File: config.mk
export PLATFORM = sky130hd
export DESIGN_NAME = sensor_table_moving_average_alarm
export DESIGN_NICKNAME = d
export VERILOG_FILES = /design/src/hdl/stmaa_pkg.sv /design/src/hdl/sensor_table_moving_average_alarm.sv /design/src/hdl/stmaa_ram.sv
export SDC_FILE = /design/constraint.sdc
export NUM_CORES = 2
export LEC_CHECK = 0
export ABC_AREA = 1
export BUFFER_PORTS_ARGS = -buffer_cell sky130_fd_sc_hd__buf_2
export CORE_AREA = 2 2 556 420
export DETAILED_ROUTE_END_ITERATION = 12
export DIE_AREA = 0 0 558 422
export PLACE_DENSITY = 0.53
export SYNTH_ARGS = -nofsm -noshare
export SYNTH_HDL_FRONTEND = slang
export SYNTH_SLANG_ARGS = --single-unit
File: constraint.sdc
create_clock -name aclk -period 7 [get_ports aclk]
set_input_delay 0.35 -clock aclk [delete_from_list [all_inputs] [get_ports aclk]]
set_output_delay 0.35 -clock aclk [all_outputs]
set_load 0.01 [all_outputs]
File: src/hdl/stmaa_pkg.sv
package stmaa_pkg;

    // Default table size and window length.
    localparam int MAX_SENSORS_DEFAULT = 16;
    localparam int WINDOW_DEFAULT      = 5;

    // Quotient bits the divider resolves per cycle.
    localparam int DIV_BITS = 4;

    // Threshold reset values in Q7.8 degrees.
    localparam logic signed [15:0] MAX_TEMP_RESET = 16'sd5120;
    localparam logic signed [15:0] MIN_TEMP_RESET = 16'sd2560;

    // Configuration register indexes.
    localparam logic REG_MAX_TEMP = 1'b0;
    localparam logic REG_MIN_TEMP = 1'b1;

    // Item modes.
    localparam logic MODE_REGISTER = 1'b0;
    localparam logic MODE_SAMPLE   = 1'b1;

    // Result status codes.
    typedef enum logic [1:0] {
        ST_REGISTERED = 2'd0,
        ST_FULL       = 2'd1,
        ST_TAKEN      = 2'd2,
        ST_UNKNOWN    = 2'd3
    } status_t;

    // Sequencer states.
    typedef enum logic [2:0] {
        S_IDLE,
        S_SRCH,
        S_WR,
        S_SUM,
        S_DIV,
        S_OUT
    } state_t;

endpackage

File: src/hdl/sensor_table_moving_average_alarm.sv
// Register items go from acceptance straight to the output state. Unknown sensors pass through
// the id search, one table entry per cycle, before the output state.
// Sample items pass through the one-entry-per-cycle id search, the window write, the window
// read-back and a 4-bit-per-cycle divider before the output state, which stalls on a held result.
// One item is in work at a time. Synchronous active-low reset clears the count and loads the
// thresholds with their reset values.
module sensor_table_moving_average_alarm #(
    parameter int MAX_SENSORS = stmaa_pkg::MAX_SENSORS_DEFAULT,
    parameter int WINDOW      = stmaa_pkg::WINDOW_DEFAULT
) (
    input  logic               aclk,
    input  logic               aresetn,
    // Input items
    input  logic               s_valid,
    output logic               s_ready,
    input  logic               s_mode,
    input  logic [15:0]        s_sensor_id,
    input  logic [15:0]        s_room_id,
    input  logic signed [15:0] s_sample,
    input  logic [31:0]        s_timestamp,
    // Result items
    output logic               m_valid,
    input  logic               m_ready,
    output logic [1:0]         m_status,
    output logic [15:0]        m_found_room,
    output logic signed [15:0] m_average,
    output logic               m_too_hot,
    output logic               m_too_cold,
    output logic [31:0]        m_last_time,
    // Configuration writes
    input  logic               cfg_valid,
    output logic               cfg_ready,
    input  logic               cfg_index,
    input  logic [15:0]        cfg_data
);

    localparam int SLOT_W   = (MAX_SENSORS > 1) ? $clog2(MAX_SENSORS) : 1;
    localparam int SCNT_W   = $clog2(MAX_SENSORS + 1);
    localparam int CNT_W    = $clog2(WINDOW + 1);
    localparam int PTR_W    = (WINDOW > 1) ? $clog2(WINDOW) : 1;
    localparam int WDEPTH   = MAX_SENSORS * WINDOW;
    localparam int WADDR_W  = (WDEPTH > 1) ? $clog2(WDEPTH) : 1;
    localparam int REC_W    = 32 + CNT_W + PTR_W;
    localparam int SUM_W    = 16 + CNT_W;
    localparam int DIV_ITERS = (SUM_W + stmaa_pkg::DIV_BITS - 1) / stmaa_pkg::DIV_BITS;
    localparam int DIVW     = DIV_ITERS * stmaa_pkg::DIV_BITS;
    localparam int DCNT_W   = $clog2(DIV_ITERS + 1);

    stmaa_pkg::state_t  state_reg, state_next;
    stmaa_pkg::status_t status_reg;

    // Control registers
    logic [SCNT_W-1:0]        count_reg;
    logic [SCNT_W-1:0]        idx_reg;
    logic                     pend_reg;
    logic [CNT_W-1:0]         k_reg;
    logic [DCNT_W-1:0]        dcnt_reg;
    logic                     m_valid_reg;
    logic signed [15:0]       max_temp_reg;
    logic signed [15:0]       min_temp_reg;

    // Payload registers
    logic [15:0]              id_reg;
    logic signed [15:0]       sample_reg;
    logic [31:0]              ts_reg;
    logic [SLOT_W-1:0]        slot_reg;
    logic [15:0]              room_reg;
    logic [CNT_W-1:0]         fill_reg;
    logic [PTR_W-1:0]         head_reg;
    logic [WADDR_W-1:0]       base_reg;
    logic signed [SUM_W-1:0]  acc_reg;
    logic                     neg_reg;
    logic [DIVW-1:0]          quo_reg;
    logic [CNT_W:0]           rem_reg;
    logic [1:0]               m_status_reg;
    logic [15:0]              m_room_reg;
    logic signed [15:0]       m_avg_reg;
    logic                     m_hot_reg;
    logic                     m_cold_reg;
    logic [31:0]              m_time_reg;

    // Memory ports
    logic                     rec_we;
    logic [SLOT_W-1:0]        rec_waddr;
    logic [REC_W-1:0]         rec_wdata;
    logic [SLOT_W-1:0]        rec_raddr;
    logic [REC_W-1:0]         rec_rdata;
    logic                     win_we;
    logic [WADDR_W-1:0]       win_waddr;
    logic [WADDR_W-1:0]       win_raddr;
    logic [15:0]              win_rdata;

    // Record fields read back from the sensor table
    logic [15:0]              rd_id;
    logic [15:0]              rd_room;
    logic [CNT_W-1:0]         rd_fill;
    logic [PTR_W-1:0]         rd_head;

    logic                     in_acc;
    logic                     table_full;
    logic                     srch_match;
    logic                     srch_more;
    logic                     sum_more;
    logic                     div_last;
    logic                     out_free;
    logic [CNT_W-1:0]         fill_new;
    logic [PTR_W-1:0]         head_new;
    logic [SUM_W-1:0]         acc_mag;
    logic [DIVW-1:0]          quo_step;
    logic [CNT_W:0]           rem_step;
    logic signed [15:0]       avg_c;
    logic                     hot_c;
    logic                     taken;

    assign {rd_id, rd_room, rd_fill, rd_head} = rec_rdata;

    // Handshake and status terms.
    assign in_acc     = s_valid && s_ready;
    assign table_full = (count_reg == SCNT_W'(MAX_SENSORS));
    assign srch_match = pend_reg && (rd_id == id_reg);
    assign srch_more  = (idx_reg != count_reg);
    assign sum_more   = (k_reg != fill_reg);
    assign div_last   = (dcnt_reg == DCNT_W'(DIV_ITERS - 1));
    assign out_free   = !m_valid_reg || m_ready;
    assign cfg_ready  = 1'b1;

    // Window bookkeeping: the window is a ring, head marks the oldest sample once full.
    assign fill_new = (rd_fill == CNT_W'(WINDOW)) ? rd_fill : rd_fill + 1'b1;
    assign head_new = (rd_head == PTR_W'(WINDOW - 1)) ? '0 : rd_head + 1'b1;

    // Magnitude of the window sum for the unsigned divider.
    assign acc_mag = acc_reg[SUM_W-1] ? SUM_W'(-acc_reg) : SUM_W'(acc_reg);

    // Restoring divider, several quotient bits per cycle.
    always_comb begin
        logic [CNT_W:0]  r;
        logic [DIVW-1:0] q;
        r = rem_reg;
        q = quo_reg;
        for (int j = 0; j < stmaa_pkg::DIV_BITS; j++) begin
            r = {r[CNT_W-1:0], q[DIVW-1]};
            q = {q[DIVW-2:0], 1'b0};
            if (r >= {1'b0, fill_reg}) begin
                r = r - {1'b0, fill_reg};
                q[0] = 1'b1;
            end
        end
        rem_step = r;
        quo_step = q;
    end

    // Signed mean, truncated toward zero, and the alarm flags.
    assign avg_c = neg_reg ? -$signed(quo_reg[15:0]) : $signed(quo_reg[15:0]);
    assign hot_c = (avg_c > max_temp_reg);
    assign taken = (status_reg == stmaa_pkg::ST_TAKEN);

    // Next state.
    always_comb begin
        state_next = state_reg;
        unique case (state_reg)
            stmaa_pkg::S_IDLE: begin
                if (in_acc) begin
                    state_next = (s_mode == stmaa_pkg::MODE_SAMPLE) ? stmaa_pkg::S_SRCH
                                                                    : stmaa_pkg::S_OUT;
                end
            end
            stmaa_pkg::S_SRCH: begin
                if (srch_match) begin
                    state_next = stmaa_pkg::S_WR;
                end else if (!srch_more) begin
                    state_next = stmaa_pkg::S_OUT;
                end
            end
            stmaa_pkg::S_WR: begin
                state_next = stmaa_pkg::S_SUM;
            end
            stmaa_pkg::S_SUM: begin
                if (!pend_reg && !sum_more) begin
                    state_next = stmaa_pkg::S_DIV;
                end
            end
            stmaa_pkg::S_DIV: begin
                if (div_last) begin
                    state_next = stmaa_pkg::S_OUT;
                end
            end
            stmaa_pkg::S_OUT: begin
                if (out_free) begin
                    state_next = stmaa_pkg::S_IDLE;
                end
            end
            default: state_next = stmaa_pkg::S_IDLE;
        endcase
    end

    // Memory controls and input ready.
    always_comb begin
        s_ready   = 1'b0;
        rec_we    = 1'b0;
        rec_waddr = slot_reg;
        rec_wdata = {id_reg, room_reg, fill_new, head_new};
        rec_raddr = idx_reg[SLOT_W-1:0];
        win_we    = 1'b0;
        win_waddr = base_reg + WADDR_W'(head_reg);
        win_raddr = base_reg + WADDR_W'(k_reg);
        unique case (state_reg)
            stmaa_pkg::S_IDLE: begin
                s_ready = 1'b1;
                // A new sensor goes into the next free row with an empty window.
                if (in_acc && s_mode == stmaa_pkg::MODE_REGISTER && !table_full) begin
                    rec_we    = 1'b1;
                    rec_waddr = count_reg[SLOT_W-1:0];
                    rec_wdata = {s_sensor_id, s_room_id, CNT_W'(0), PTR_W'(0)};
                end
            end
            stmaa_pkg::S_SRCH: begin
                // Keep the matched record on the read port for the write state.
                if (srch_match) begin
                    rec_raddr = slot_reg;
                end
            end
            stmaa_pkg::S_WR: begin
                rec_we = 1'b1;
                win_we = 1'b1;
            end
            default: begin
            end
        endcase
    end

    // Control registers.
    always_ff @(posedge aclk) begin
        if (!aresetn) begin
            state_reg    <= stmaa_pkg::S_IDLE;
            count_reg    <= '0;
            idx_reg      <= '0;
            pend_reg     <= 1'b0;
            k_reg        <= '0;
            dcnt_reg     <= '0;
            m_valid_reg  <= 1'b0;
            max_temp_reg <= stmaa_pkg::MAX_TEMP_RESET;
            min_temp_reg <= stmaa_pkg::MIN_TEMP_RESET;
        end else begin
            state_reg <= state_next;

            // Threshold writes.
            if (cfg_valid && cfg_ready) begin
                unique case (cfg_index)
                    stmaa_pkg::REG_MAX_TEMP: max_temp_reg <= $signed(cfg_data);
                    stmaa_pkg::REG_MIN_TEMP: min_temp_reg <= $signed(cfg_data);
                    default: begin
                    end
                endcase
            end

            // Sensor count grows with every accepted registration while the table is not full.
            if (in_acc && s_mode == stmaa_pkg::MODE_REGISTER && !table_full) begin
                count_reg <= count_reg + 1'b1;
            end

            // Search and sum loops issue one read per cycle.
            unique case (state_reg)
                stmaa_pkg::S_IDLE: begin
                    idx_reg  <= '0;
                    pend_reg <= 1'b0;
                end
                stmaa_pkg::S_SRCH: begin
                    if (!srch_match && srch_more) begin
                        idx_reg  <= idx_reg + 1'b1;
                        pend_reg <= 1'b1;
                    end else begin
                        pend_reg <= 1'b0;
                    end
                end
                stmaa_pkg::S_WR: begin
                    k_reg    <= '0;
                    pend_reg <= 1'b0;
                end
                stmaa_pkg::S_SUM: begin
                    pend_reg <= sum_more;
                    if (sum_more) begin
                        k_reg <= k_reg + 1'b1;
                    end
                    dcnt_reg <= '0;
                end
                stmaa_pkg::S_DIV: begin
                    dcnt_reg <= dcnt_reg + 1'b1;
                end
                default: begin
                end
            endcase

            // Output register.
            if (state_reg == stmaa_pkg::S_OUT && out_free) begin
                m_valid_reg <= 1'b1;
            end else if (m_ready) begin
                m_valid_reg <= 1'b0;
            end
        end
    end

    // Datapath registers.
    always_ff @(posedge aclk) begin
        unique case (state_reg)
            stmaa_pkg::S_IDLE: begin
                if (in_acc) begin
                    id_reg     <= s_sensor_id;
                    sample_reg <= s_sample;
                    ts_reg     <= s_timestamp;
                    if (s_mode == stmaa_pkg::MODE_SAMPLE) begin
                        status_reg <= stmaa_pkg::ST_UNKNOWN;
                    end else begin
                        status_reg <= table_full ? stmaa_pkg::ST_FULL
                                                 : stmaa_pkg::ST_REGISTERED;
                    end
                end
            end
            stmaa_pkg::S_SRCH: begin
                if (srch_match) begin
                    room_reg   <= rd_room;
                    head_reg   <= rd_head;
                    base_reg   <= WADDR_W'(slot_reg) * WADDR_W'(WINDOW);
                    status_reg <= stmaa_pkg::ST_TAKEN;
                end else if (srch_more) begin
                    slot_reg <= idx_reg[SLOT_W-1:0];
                end
            end
            stmaa_pkg::S_WR: begin
                fill_reg <= fill_new;
                acc_reg  <= '0;
            end
            stmaa_pkg::S_SUM: begin
                if (pend_reg) begin
                    acc_reg <= acc_reg + SUM_W'($signed(win_rdata));
                end else if (!sum_more) begin
                    neg_reg <= acc_reg[SUM_W-1];
                    quo_reg <= DIVW'(acc_mag);
                    rem_reg <= '0;
                end
            end
            stmaa_pkg::S_DIV: begin
                quo_reg <= quo_step;
                rem_reg <= rem_step;
            end
            stmaa_pkg::S_OUT: begin
                if (out_free) begin
                    m_status_reg <= status_reg;
                    m_room_reg   <= taken ? room_reg : '0;
                    m_avg_reg    <= taken ? avg_c : '0;
                    m_hot_reg    <= taken && hot_c;
                    m_cold_reg   <= taken && !hot_c && (avg_c < min_temp_reg);
                    m_time_reg   <= taken ? ts_reg : '0;
                end
            end
            default: begin
            end
        endcase
    end

    // The old window entry and head are taken from the record read during the search,
    // which stays on the read port while the sequencer sits in the write state.
    // Sensor table: id, room, fill count and ring head for each sensor.
    stmaa_ram #(
        .WIDTH(REC_W),
        .DEPTH(MAX_SENSORS)
    ) u_rec_ram (
        .aclk (aclk),
        .we   (rec_we),
        .waddr(rec_waddr),
        .wdata(rec_wdata),
        .raddr(rec_raddr),
        .rdata(rec_rdata)
    );

    // Sample windows, WINDOW entries per sensor.
    stmaa_ram #(
        .WIDTH(16),
        .DEPTH(WDEPTH)
    ) u_win_ram (
        .aclk (aclk),
        .we   (win_we),
        .waddr(win_waddr),
        .wdata(sample_reg),
        .raddr(win_raddr),
        .rdata(win_rdata)
    );

    assign m_valid      = m_valid_reg;
    assign m_status     = m_status_reg;
    assign m_found_room = m_room_reg;
    assign m_average    = m_avg_reg;
    assign m_too_hot    = m_hot_reg;
    assign m_too_cold   = m_cold_reg;
    assign m_last_time  = m_time_reg;

endmodule

File: src/hdl/stmaa_ram.sv
module stmaa_ram #(
    parameter int WIDTH = 16,
    parameter int DEPTH = 16
) (
    input  logic                                  aclk,
    input  logic                                  we,
    input  logic [((DEPTH > 1) ? $clog2(DEPTH) : 1)-1:0] waddr,
    input  logic [WIDTH-1:0]                      wdata,
    input  logic [((DEPTH > 1) ? $clog2(DEPTH) : 1)-1:0] raddr,
    output logic [WIDTH-1:0]                      rdata
);

    logic [WIDTH-1:0] mem_reg [DEPTH];
    logic [WIDTH-1:0] rd_reg;

    // One write port and one read port with registered read data.
    always_ff @(posedge aclk) begin
        if (we) begin
            mem_reg[waddr] <= wdata;
        end
        rd_reg <= mem_reg[raddr];
    end

    assign rdata = rd_reg;

endmodule

# After elaboration in Yosys (flattened, before gate mapping)
# Memory sizes are Yosys's and may differ from the RTL's. A register that Yosys moved wholly into a read port is not among the register bits.
# Index checks and enable logic that the tools add are counted.
# Widths: inputs -> output; s select.
[op_classes]
add_sub_neg = 15
multipliers = 1
magnitude_cmp = 6
n_eq_ne = 24
n_mux = 56
bitwise_logic = 5
n_reduce_logical = 37
[op_table]
columns = ["op", "n"]
rows = [
  ["$mux 38", 2],
  ["$mux 3", 16],
  ["$mux 20", 2],
  ["$pmux 20 s2", 1],
  ["$mux 19", 2],
  ["$pmux 19 s2", 1],
  ["$ne 2x2->1 const B", 10],
  ["$add 19x16->19", 1],
  ["$neg 19->19", 1],
  ["$pmux 3 s2", 3],
  ["$pmux 3 s6", 1],
  ["$eq 16x16->1", 1],
  ["$ge 4x3->1", 4],
  ["$gt 16x16->1", 1],
  ["$lt 16x16->1", 1],
  ["$mux 16", 1],
  ["$mux 4", 4],
  ["$neg 16->16", 1],
  ["$reduce_and 2->1", 8],
  ["$eq 3x3->1 const B", 5],
  ["$mux 1", 15],
  ["$add 7x3->7", 2],
  ["$add 3x1->3 const B", 4],
  ["$reduce_and 3->1", 4],
  ["other kinds (25)", 53],
]
[totals]
ff_bits = 263
ramBits = 1888
wordCells = 174
memories = 2
[mem_list]
columns = ["name", "depth", "word_bits", "read_ports", "rd_ports_with_merged_regs", "write_ports", "line_no", "source"]
rows = [
  ["u_win_ram.mem_reg", 80, 16, 1, 1, 1, "stmaa_ram.sv:13", "logic [WIDTH-1:0] mem_reg [DEPTH];"],
  ["u_rec_ram.mem_reg", 16, 38, 1, 1, 1, "stmaa_ram.sv:13", ""],
]

# Logic depth before layout (Yosys ltp)
[depth]
word_depth = 9
ltp_mapped = 31
ltp_nobuf = 31

# Hierarchy
# Synthesis repeated with hierarchy kept, for this count alone.
[unflattened]
cells_unflattened = 8223
hier_area_um2 = 92668.9
[modules_own_cells]
columns = ["module", "n_inst", "cells_per_inst", "area_each_um2", "seq_area_each_um2"]
rows = [
  ["stmaa_ram (u_win_ram)", 1, 4240, 51876.0, 38757.2],
  ["stmaa_ram (u_rec_ram)", 1, 2512, 26874.5, 19018.2],
  ["sensor_table_moving_average_alarm", 1, 1471, 13918.3, 7367.1],
]

# Worst setup path after synthesis
# Ideal clock, no wire load.
[synth_timing]
kind = "reg2reg"
start = "reg state_reg[2]"
end = "mem u_rec_ram.mem_reg[13][0] (netlist name) (enable)"
arrival_time_ps = 6404
t_required_ps = 6567
path_slack_ps = 162
path_stages_with_launch = 11
n_path_buf = 1
period_less_slack_ps = 6838
cell_sequence = "dfxtp_1 nor2_1 inv_1 nor2_1 inv_1 nor2_1 nand2_1 clkbuf_1 a21oi_1 nand3_1 nor2_1"
[synth_between]
elab_chain_cells = 9
[synth_lines]
columns = ["element", "line_no", "source"]
rows = [
  ["start: declaration", "sensor_table_moving_average_alarm.sv:49", "stmaa_pkg::state_t state_reg, state_next;"],
  ["start signal: assignment", "sensor_table_moving_average_alarm.sv:234", "state_reg <= stmaa_pkg::S_IDLE;"],
  ["start signal: assignment", "sensor_table_moving_average_alarm.sv:244", "state_reg <= state_next;"],
  ["$logic_not 3->1 *", "sensor_table_moving_average_alarm.sv:206", "unique case (state_reg)"],
  ["$mux 1 *", "sensor_table_moving_average_alarm.sv:206", ""],
  ["net s_ready", "sensor_table_moving_average_alarm.sv:15", "output logic s_ready,"],
  ["$logic_and 1x1->1 *", "sensor_table_moving_average_alarm.sv:118", "assign in_acc = s_valid && s_ready;"],
  ["$logic_and 1x1->1 * (2 in a row)", "sensor_table_moving_average_alarm.sv:210", "if (in_acc && s_mode == stmaa_pkg::MODE_REGISTER && !table_full) begin"],
  ["$mux 1", "sensor_table_moving_average_alarm.sv:210", ""],
  ["$pmux 1 s2", "sensor_table_moving_average_alarm.sv:206", ""],
  ["$mux 1", "stmaa_ram.sv:18", "if (we) begin"],
  ["$mux 1 (not written as such)", "stmaa_ram.sv:19", "mem_reg[waddr] <= wdata;"],
  ["end: declaration", "stmaa_ram.sv:13", ""],
]
# Mark *: on every way through the listed nets, which the timed path passes. The rest lies on a longest branch.

# Worst setup path after layout
[layout_timing]
start = "reg fill_reg[1]"
end = "reg quo_reg[0], data pin"
[layout_between]
elab_chain_cells = 9
[layout_lines]
columns = ["element", "line_no", "source"]
rows = [
  ["start: declaration", "sensor_table_moving_average_alarm.sv:68", "logic [CNT_W-1:0] fill_reg;"],
  ["start signal: assignment", "sensor_table_moving_average_alarm.sv:329", "fill_reg <= fill_new;"],
  ["$ge 4x3->1 / $sub 3x3->3 (equally long branches)", "sensor_table_moving_average_alarm.sv:143, sensor_table_moving_average_alarm.sv:144", ""],
  ["$mux 3", "sensor_table_moving_average_alarm.sv:143", "if (r >= {1'b0, fill_reg}) begin"],
  ["$ge 4x3->1 / $sub 3x3->3 (equally long branches)", "sensor_table_moving_average_alarm.sv:143, sensor_table_moving_average_alarm.sv:144", ""],
  ["$mux 3", "sensor_table_moving_average_alarm.sv:143", ""],
  ["$ge 4x3->1 / $sub 3x3->3 (equally long branches)", "sensor_table_moving_average_alarm.sv:143, sensor_table_moving_average_alarm.sv:144", ""],
  ["$mux 3", "sensor_table_moving_average_alarm.sv:143", ""],
  ["$ge 4x3->1 *", "sensor_table_moving_average_alarm.sv:143", ""],
  ["$mux 1 *", "sensor_table_moving_average_alarm.sv:143", ""],
  ["$pmux 20 s2 *", "sensor_table_moving_average_alarm.sv:304", "unique case (state_reg)"],
  ["end signal: assignment", "sensor_table_moving_average_alarm.sv:337", "quo_reg <= DIVW'(acc_mag);"],
  ["end signal: assignment", "sensor_table_moving_average_alarm.sv:342", "quo_reg <= quo_step;"],
  ["end: declaration", "sensor_table_moving_average_alarm.sv:73", "logic [DIVW-1:0] quo_reg;"],
]
# Mark *: on every way between the ends. The rest lies on a longest branch, timed or not.
# A chain may end at the register's enable or synchronous reset.

==> impl_metrics.toml <==
[logic_synthesis]
cell_variety_after_synth = 54
postSynthCellCount = 7766
syn_area_um2 = 91700
ys_seq_elements = 2205
yosys_warnings = 0
ys_dominant_reg_cell = "sky130_fd_sc_hd__edfxtp_1"
synth-async-reset-ratio = 0
synth_area_per_cell_um2 = 11.8
synth-edff-count = 2098
synth_fp_nets = 7960
synth-seq-area-share = 0.710

[power_and_ir_drop]
power.static_leakage_nw = 37.5
power.ir.vdd_worst_uv = 246
pwr_density_cell_nw_per_um2 = 311
finalPower_mw = 32.5

[setup_path]
kind_of_cell_adding_the_most_delay_to_the_critical_path = "compound AO/OA/AOI/OAI gates"
worst_path_largest_cell_delay_ns = 0.49
logic_depth_of_the_worst_path_buffers_included = 25
critPathCaptureType = "flop"
required_ns = 7.61
critPathArrivalTime_ns = 6.64
critical_path.endpoint = "quo_reg[0]"
worst-path-buf-inv = 5
worst-r2r-setup-slack_ns = 0.97
cp-startpoint = "fill_reg[1]"
worst_path_most_repeated_cell = "sky130_fd_sc_hd__inv_1"
critical_path_type = "reg2reg"
critical_path.slowest_cell = "sky130_fd_sc_hd__fa_1"
critical_path.reg2reg.endpoint = "quo_reg[0]"
critical_path.max_fanout = 6
r2r_depth = 25
timing.critical_path.from_type = "flop"
launch_point_of_the_worst_reg_to_reg_path = "fill_reg[1]"

[grt]
grt_antenna_before_repair = 9
gr-usage-met1 = 0.337
globalRoute.busiestLayer = "met1"
grt_overflow_total = 0
grt_start_max_net_pins = 188
global_route_wire_length_before_repair_um = 389000
gr-usage-met2 = 0.321
gr-usage-met3 = 0.0393
gr-usage-all-layers = 0.219
grt_pass1_vias = 58833

[timing]
final.period_utilization = 0.861
rsz0062_at_grt = "no"
final.min_clock_period_ns = 6.03
timing.fmax_mhz = 166
timing_hold_violations_final = 0
worst_case_clock_skew_ns = 0.0816
timing.setup.tns_ns = 0
slew_at_the_pin_with_the_worst_max_slew_slack_ns = 1.29
max-slew-margin-rel = 0.135
setup_viol_count_final = 0
drv_slew = 0

[place]
dp.final_hpwl_um = 142000
io_buffers = 172
routabilityCongestion = 0.846

[hold_path]
worstHoldPathType = "in2reg"
hold_path.startpoint = "aresetn"

[clock_network]
ctsLongestPathBuffers = 4
post-cts-setup-buffers = 0
clk_root_buffer_cell = "sky130_fd_sc_hd__clkbuf_16"
cts_resized = 0
cts_inserted_buffers = 226
htree_levels = 4
clock_insertion_delay_worst_skew_ns = 0.93
clkSlewWorstSetupHoldPaths_ns = 0.07
tritoncts_clock_tree = "built"
clock-sinks = 2205

[route]
vias_post_dr = 61056
dr.pass1.iters = 5
wl_per_cell_um = 23.3
route.antenna.remaining_nets = 0
drt-total-wl_um = 263000
detail_route.iter0.violations = 6741
via_per_inst = 5.40
drc_viols = 0

[floorplan]
die_width_um = 558
initial_utilization = 0.398
pin_count = 174
fp-row-count = 153
die_area_um2 = 235000
die_h_um = 422
floorplan.core_area_um2 = 230000

[job]
timing.max_cap.violations = 0

[cells_and_area]
final_layout_size_suffix_gt1_frac = 0.0921
fillcell_total = 21061
nNetsFinal = 8204
flip_flop_count_of_the_largest_register_after_layout = 1280
synthToLayoutAreaGrowth_pct = 13.8

[run_status]
status = "finished, final reports clean"
[worst min path at each step]
| stage | cells past startpoint | to |
|---|---|---|
| 5_1_grt | 4 | u_rec_ram.mem_reg[10][21] |
| 3_3_place_gp | 0 | room_reg[4] |
| 2_1_floorplan | 0 | room_reg[0] |
| 4_1_cts | 4 | u_rec_ram.mem_reg[10][21] |
| 6_report | 3 | state_reg[2] |
| 3_5_place_dp | 0 | room_reg[6] |
[worst register-to-register path: stages (launching register included)]
cell                       delay [ns]
sky130_fd_sc_hd__edfxtp_1        0.47
sky130_fd_sc_hd__inv_1           0.22
sky130_fd_sc_hd__fa_1            0.50
sky130_fd_sc_hd__a21oi_1         0.15
sky130_fd_sc_hd__o21a_1          0.20
sky130_fd_sc_hd__inv_1           0.11
sky130_fd_sc_hd__o21ai_0         0.28
sky130_fd_sc_hd__inv_1           0.12
sky130_fd_sc_hd__ha_1            0.30
sky130_fd_sc_hd__a311oi_1        0.37
sky130_fd_sc_hd__nand3_1         0.26
sky130_fd_sc_hd__o21ai_0         0.42
sky130_fd_sc_hd__inv_1           0.12
sky130_fd_sc_hd__fa_1            0.43
sky130_fd_sc_hd__nor2_1          0.13
sky130_fd_sc_hd__a311oi_1        0.05
sky130_fd_sc_hd__nand3_1         0.11
sky130_fd_sc_hd__inv_1           0.09
sky130_fd_sc_hd__nand2_1         0.06
sky130_fd_sc_hd__o21ai_0         0.17
sky130_fd_sc_hd__fa_1            0.46
sky130_fd_sc_hd__a21o_1          0.18
sky130_fd_sc_hd__a31oi_1         0.14
sky130_fd_sc_hd__nand3_1         0.20
sky130_fd_sc_hd__nor2_1          0.19
sky130_fd_sc_hd__a21oi_1         0.05
[final cells by class]
class                   count  area [µm²]  area share
diodes                      5        12.5    0.000120
clock buffers             316        6320      0.0605
clock inverters            96         688     0.00659
inverters                 670        2540      0.0244
multi-input cells        4436       22300       0.214
flip-flops and latches   2205       65100       0.624
well taps                3100        3880      0.0372
repair buffers            471        3490      0.0335
[layout by cell type (no fill, tap or decap), types with 7 or more instances in the layout]
cell and count:
sky130_fd_sc_hd__buf_2 172, sky130_fd_sc_hd__inv_1 643, sky130_fd_sc_hd__xnor2_1 18, sky130_fd_sc_hd__or2_2 12, sky130_fd_sc_hd__o21ai_1 9, sky130_fd_sc_hd__dlygate4sd3_1 100, sky130_fd_sc_hd__buf_12 11, sky130_fd_sc_hd__o21ai_0 758
sky130_fd_sc_hd__edfxtp_1 2098, sky130_fd_sc_hd__bufinv_16 8, sky130_fd_sc_hd__inv_2 16, sky130_fd_sc_hd__o221ai_1 64, sky130_fd_sc_hd__ha_1 82, sky130_fd_sc_hd__nand3b_1 193, sky130_fd_sc_hd__nand2_1 979, sky130_fd_sc_hd__a21oi_1 125
sky130_fd_sc_hd__clkbuf_8 24, sky130_fd_sc_hd__clkinv_1 44, sky130_fd_sc_hd__o31ai_1 10, sky130_fd_sc_hd__clkinv_2 44, sky130_fd_sc_hd__nand4_1 18, sky130_fd_sc_hd__clkbuf_16 230, sky130_fd_sc_hd__clkbuf_1 62, sky130_fd_sc_hd__nand3_1 883
sky130_fd_sc_hd__dfxtp_1 107, sky130_fd_sc_hd__nor2_1 891, sky130_fd_sc_hd__o211ai_1 15, sky130_fd_sc_hd__xor2_1 28, sky130_fd_sc_hd__nor2_4 18, sky130_fd_sc_hd__o22ai_1 258, sky130_fd_sc_hd__nor3_1 15, sky130_fd_sc_hd__buf_4 188
sky130_fd_sc_hd__fa_1 7
[synthesized netlist by cell type (all sizes together) (16+ instances only)]
| cell type | count | area (µm²) |
|---|---|---|
| clkbuf | 273 | 1020 |
| nand4 | 19 | 134 |
| o221ai | 64 | 561 |
| a21oi | 125 | 626 |
| o21ai | 770 | 3870 |
| nand2 | 983 | 3710 |
| o22ai | 258 | 1610 |
| nor2 | 913 | 3430 |
| xor2 | 31 | 272 |
| edfxtp | 2098 | 63000 |
| inv | 666 | 2500 |
| dfxtp | 107 | 2140 |
| buf | 182 | 981 |
| ha | 83 | 1040 |
| nand3b | 193 | 1450 |
| nor3 | 16 | 85.1 |
| xnor2 | 18 | 158 |
| nand3 | 884 | 4430 |
[power breakdown]
part           total (mW)  internal (mW)  switching, mW
Combinational        5.01           1.30           3.70
Clock                11.6           6.55           5.08
Sequential           15.9           15.6          0.230
Total                32.5           23.5           9.02
[stage by stage]
stage          setup WS [ns]  cells   util  instance area [µm²]  hold slack (ns)
6_report               0.971  11299  0.453               104000           0.0746
3_5_place_dp            1.11  10782  0.418                96400            0.391
2_1_floorplan          0.162   7766      -                91700            0.386
3_3_place_gp            1.22  10782  0.418                96400            0.389
4_1_cts                 1.09  11294  0.453               104000          0.00492
5_1_grt                0.363  11295  0.453               104000           0.0774
[cell families (layout without fill, tap and decap cells)]
family                     count (synthesis)  after routing  synth area share
DFF                                     2205           2205             0.710
xor gates and xnor gates                  49             49           0.00468
adders and majority gates                 91             91            0.0131
and+or+nand+nor                         3028           3028             0.146
buffers and inverters                   1125           1553            0.0493
AOI/OAI and AO/OA                       1267           1267            0.0769
other                                      1              6         0.0000409
[per-layer routing]
metal | vias up | share of wire
met5 | - | 0.000049
met4 | 2 | 0.021
met3 | 361 | 0.078
met2 | 2177 | 0.43
met1 | 30516 | 0.47
li1 | 28000 | -
[what timing repair did]
action,CTS,global route
setup endpoints to repair,0,0
hold endpoints to repair,271,0
hold buffers,100,0
No activity file was read; power rests on OpenSTA's default activity.
